<file path="src/rtl/core/hht_pkg.sv">
package hht_pkg;

  localparam logic [31:0] EMPTY_KEY = 32'hFFFF_FFFF;
  localparam logic [31:0] HASH_INIT = 32'hDEAD_BEF3;

  localparam logic [1:0] CMD_INSERT = 2'd0;
  localparam logic [1:0] CMD_LOOKUP = 2'd1;
  localparam logic [1:0] CMD_REMOVE = 2'd2;

  localparam logic [1:0] ST_OK       = 2'd0;
  localparam logic [1:0] ST_ABSENT   = 2'd1;
  localparam logic [1:0] ST_FULL     = 2'd2;
  localparam logic [1:0] ST_RESERVED = 2'd3;

  // one mixing round of the hash: x ^= y; x -= rotl(y, r)
  function automatic logic [31:0] mix_step(input logic [31:0] x, input logic [31:0] y,
                                           input logic [4:0] r);
    logic [31:0] rot;
    rot = (y << r) | (y >> (6'd32 - {1'b0, r}));
    return (x ^ y) - rot;
  endfunction

endpackage

</file>
<file path="src/rtl/core/hht_hash.sv">
// Iterative hash: one mixing round per cycle over seven rounds.
module hht_hash (
  input  logic        clk,
  input  logic        rst,
  input  logic        start,
  input  logic [31:0] seed,
  input  logic [31:0] key,
  output logic        done,
  output logic [31:0] hash
);

  logic [31:0] a, b, c;
  logic [2:0]  round;
  logic        run;
  logic [31:0] x, y, r_out;
  logic [4:0]  rot;
  logic [31:0] init;

  assign init = hht_pkg::HASH_INIT + seed;
  assign hash = c;

  // select operands of the shared mixer per round
  always_comb begin
    case (round)
      3'd0: begin x = c; y = b; rot = 5'd14; end
      3'd1: begin x = a; y = c; rot = 5'd11; end
      3'd2: begin x = b; y = a; rot = 5'd25; end
      3'd3: begin x = c; y = b; rot = 5'd16; end
      3'd4: begin x = a; y = c; rot = 5'd4;  end
      3'd5: begin x = b; y = a; rot = 5'd14; end
      default: begin x = c; y = b; rot = 5'd24; end
    endcase
    r_out = hht_pkg::mix_step(x, y, rot);
  end

  always_ff @(posedge clk) begin
    if (rst) begin
      run   <= 1'b0;
      done  <= 1'b0;
      round <= '0;
    end else begin
      done <= 1'b0;
      if (start) begin
        run   <= 1'b1;
        round <= '0;
      end else if (run) begin
        round <= round + 3'd1;
        if (round == 3'd6) begin
          run  <= 1'b0;
          done <= 1'b1;
        end
      end
    end
  end

  always_ff @(posedge clk) begin
    if (start) begin
      a <= init + key;
      b <= init;
      c <= init;
    end else if (run) begin
      case (round)
        3'd0, 3'd3, 3'd6: c <= r_out;
        3'd1, 3'd4:       a <= r_out;
        default:          b <= r_out;
      endcase
    end
  end

endmodule

</file>
<file path="config.mk">
export PLATFORM = sky130hd
export DESIGN_NAME = hht_hash
export DESIGN_NICKNAME = d
export VERILOG_FILES = /design/src/rtl/core/hht_pkg.sv /design/src/rtl/core/hht_hash.sv
export SDC_FILE = /design/constraint.sdc
export NUM_CORES = 1
export LEC_CHECK = 0
export ABC_AREA = 1
export ABC_CLOCK_PERIOD_IN_PS = 6000
export BUFFER_PORTS_ARGS = -buffer_cell sky130_fd_sc_hd__buf_2
export CAP_MARGIN = 30
export CORE_MARGIN = 10
export CORE_UTILIZATION = 38
export CTS_CLUSTER_DIAMETER = 80
export CTS_CLUSTER_SIZE = 28
export DETAILED_ROUTE_END_ITERATION = 12
export PLACE_DENSITY_LB_ADDON = 0.3
export SYNTH_ARGS = -nofsm -noshare
export SYNTH_HDL_FRONTEND = slang
export SYNTH_SLANG_ARGS = --single-unit
</file>
<file path="constraint.sdc">
create_clock -name clk -period 6 [get_ports clk]
set_input_delay 1.2 -clock clk [delete_from_list [all_inputs] [get_ports clk]]
set_output_delay 1.2 -clock clk [all_outputs]
set_load 0.005 [all_outputs]
</file>
==> metrics.csv <==
stage,metric,value,unit
worst_setup_path,critPathMaxFanout,33,
synthesis,synth_top_cell_by_area,edfxtp_1,
route,wl_per_cell,19.66,um
layout,layout.filler_cells,3622,
pwr,p_leak,6.570,nW
pwr,p_per_area,585.2,nW/um^2
global_route,grt.total_usage,23.47,%
floorplan,die_y,204.1,um
hold_path,hp-start,run,
layout,final_nets,2238,
hold_path,holdPathEnd,run,
synthesis,synth.most_common_cell,nand2_1,
layout,utilization,42.75,%
worst_setup_path,startpoint_type,flip-flop,
global_route,grt_pass1_vias,13850,
pwr,ir_drop,217.9,uV
global_route,gr-total-overflow,0,
layout,area_growth,11.03,%
worst_setup_path,reg2regPathDepth,30,
hold_path,holdCritPathClass,reg2reg,
clocking,clkSinkCount,101,
clocking,cts_root_buf,clkbuf_16,
layout,antenna_cells,0,
synthesis,ys_async_sr_fraction,0,%
layout,layout-drive-gt1-share,11.41,%
floorplan,die_width,204.1,um
clocking,cts_buffers,9,
timing,maxSlewHeadroom,45.87,%
worst_setup_path,rrSetupSlack,0.53,ns
route,avgViaCountPerCell,5.626,
timing,clock_skew,0.01330,ns
synthesis,netlist_top_cells_count,"nand2_1, nand3_1, inv_1, o21ai_0, a21oi_1",
synthesis,netlist.area_leader.share,22.38,%
route,dr.pass1.iters,5,
worst_setup_path,slowest_delay,0.46,ns
route,ant_nets,0,
run_status,outcome,finished clean,
timing,drv_slew,0,
global_route,antenna_found_initial,0,
placed_design,dp_hpwl,41.34,mm
timing,rsz0062_at_grt,false,
clocking,clk_latency,0.36,ns
layout,ff_latch_area,2983,um^2
route,wl,50.18,mm
floorplan,initial_core_util,38.51,%
synthesis,synth-edff-count,96,
clocking,htreeDepth,3,
layout,multi_input_area,8780,um^2
clocking,cts_setup_buffers,0,
global_route,grt_pass1_wl,77.67,mm
timing,finalSetupViolCount,0,
worst_setup_path,cp_data_arrival_time,5.56,ns
worst_setup_path,crit_required,6.09,ns
clocking,clkSlewWorstSetupHoldPaths,0.07,ns
synthesis,netlist_area,12880,um^2
worst_setup_path,crit_slowest_cell,dfxtp_1,
floorplan,row_count,67,
worst_setup_path,crit_path_end_kind,flip-flop,
flow_run,drv_cap,0,
timing,fin_tns_setup,0,ns
layout,fin_area,14300,um^2
route,vias,14360,
synthesis,ys_ff_latch,101,
worst_setup_path,cp_common_cell,nand2_1,
timing,fmax,182.9,MHz
synthesis,ys_seq_area_share,23.16,%
worst_setup_path,criticalPathCategory,reg2reg,
floorplan,io_pins,100,
global_route,grt_start_max_net_pins,66,
synthesis,synthCells,2016,
clocking,clk_path_buf_depth,2,
synthesis,synth_cell_types,60,
synthesis,avgSynthCellArea,6.389,um^2
worst_setup_path,worstReg2RegStart,round[0],
timing,period_needed,5.467,ns
synthesis,ys_top_cells_by_area,"edfxtp_1, nand2_1, nand3_1, ha_1, o21ai_0",
placed_design,gp_congestion,0.9697,
timing,period_share,91.11,%
route,drtIter0Drc,1415,
worst_setup_path,r2r_end,b[22],
hold_path,hold_depth,2,
floorplan,dieArea,41660,um^2
synthesis,yosys_warnings,0,
timing,worst_slew_pin_slew,0.8107,ns
timing,hold_ws,0.5458,ns
placed_design,port_buffers,99,
placed_design,place_area,14000,um^2
floorplan,core-area,33450,um^2
synthesis,synth_flop_cell,edfxtp_1,
route,remaining_drc_errors,0,
timing,finalHoldViolCount,0,
clocking,cts_tree,built,
synthesis,syn_nets,2155,
pwr,total_power,0.008369,W
-- layout by cell type (no fill, tap or decap), types with 5 or more instances in the layout --
master	instances
o22ai_1	6
nand3b_1	6
nand2_2	9
or2_1	8
a32o_1	8
nand4_1	16
nor4_1	10
buf_2	99
a21o_1	9
nor2_2	5
o21ai_1	53
nor3_1	11
clkbuf_16	9
nand2_1	563
o211ai_1	29
nand3_2	11
inv_1	179
edfxtp_1	96
a31oi_1	11
o21a_1	9
inv_2	11
buf_4	52
xnor2_1	33
nor2_1	122
a21oi_1	167
nand2_4	6
a211oi_1	5
dfxtp_1	5
ha_1	70
o21ai_2	5
xor2_1	37
nand3_1	209
a21oi_2	5
or2_2	7
o21ai_0	170
a21boi_0	5
-- logic make-up (layout without fill, tap and decap cells) --
kind of cell	after synthesis	count (layout)	synth area share, %
compound gates	506	506	22.44
xor+xnor	71	71	4.886
fa+ha+maj	72	72	7.111
buf+inv	274	362	8.811
flops	101	101	23.16
mux	2	2	0.1554
simple gates	990	990	33.44
-- where the power goes --
| part | switching [W] | internal, W | total, W |
|---|---|---|---|
| combinational | 0.00395 | 0.00210 | 0.00605 |
| sequential | 0.000347 | 0.00137 | 0.00172 |
| clock | 0.000270 | 0.000328 | 0.000598 |
| total | 0.00457 | 0.00380 | 0.00837 |
-- worst max path at each step --
| stage | endpoint | startpoint | depth (start not counted) | slack (ns) |
|---|---|---|---|---|
| floorplan | b[22] | round[0] | 32 | 1.62 |
| global placement | a[29] | seed[0] | 25 | 0.45 |
| detailed placement | a[29] | seed[0] | 25 | 0.44 |
| CTS | b[22] | round[0] | 29 | 0.48 |
| global route | hash[26] | round[0] | 31 | 0.08 |
| finish | b[22] | round[0] | 30 | 0.53 |
-- final cells by class --
type	instances	share of cell area, %
inverter	191	5.049
sequential	101	20.86
tap	448	3.920
timing repair buffer	155	6.693
clock inverter	6	0.4812
multi-input combinational	1641	61.40
clock buffer	10	1.601
-- registers in the layout, indices dropped and copies added, names as in the netlist --
signal  flops
b          32
round       3
hash       32
a          32
run         1
done        1
-- metal layers --
layer	wire length (um)	GRT usage, %	share of wire (%)	up-vias
li1	-	-	-	7061
met1	22370	31.62	45	6685
met2	23440	39.15	47	544
met3	3157	2.092	6.3	67
met4	1217	6.691	2.4	0
met5	0	0	0	-
-- metrics by stage --
step / worst slack, ns / std cells
2_1_floorplan: 1.623 / 2016
3_3_place_gp: 0.4548 / 2536
3_5_place_dp: 0.4440 / 2536
4_1_cts: 0.4768 / 2552
5_1_grt: 0.08342 / 2552
6_report: 0.5332 / 2552
-- critical path: cells and delay by family (launching register included) --
kind	cells	cell delay (ns)
adders and majority gates	2	0.69
and+or+nand+nor	11	0.94
AOI/OAI and AO/OA	9	1.78
DFF	1	0.46
buffers and inverters	8	1.31
-- timing repair --
| item | in CTS | in global routing |
|---|---|---|
| hold buffers | 0 | 0 |
| endpoints found under the setup margin | 0 | 3 |
| gates resized for setup | 0 | 3 |
Note: power is estimated with default switching activity, not from simulation.
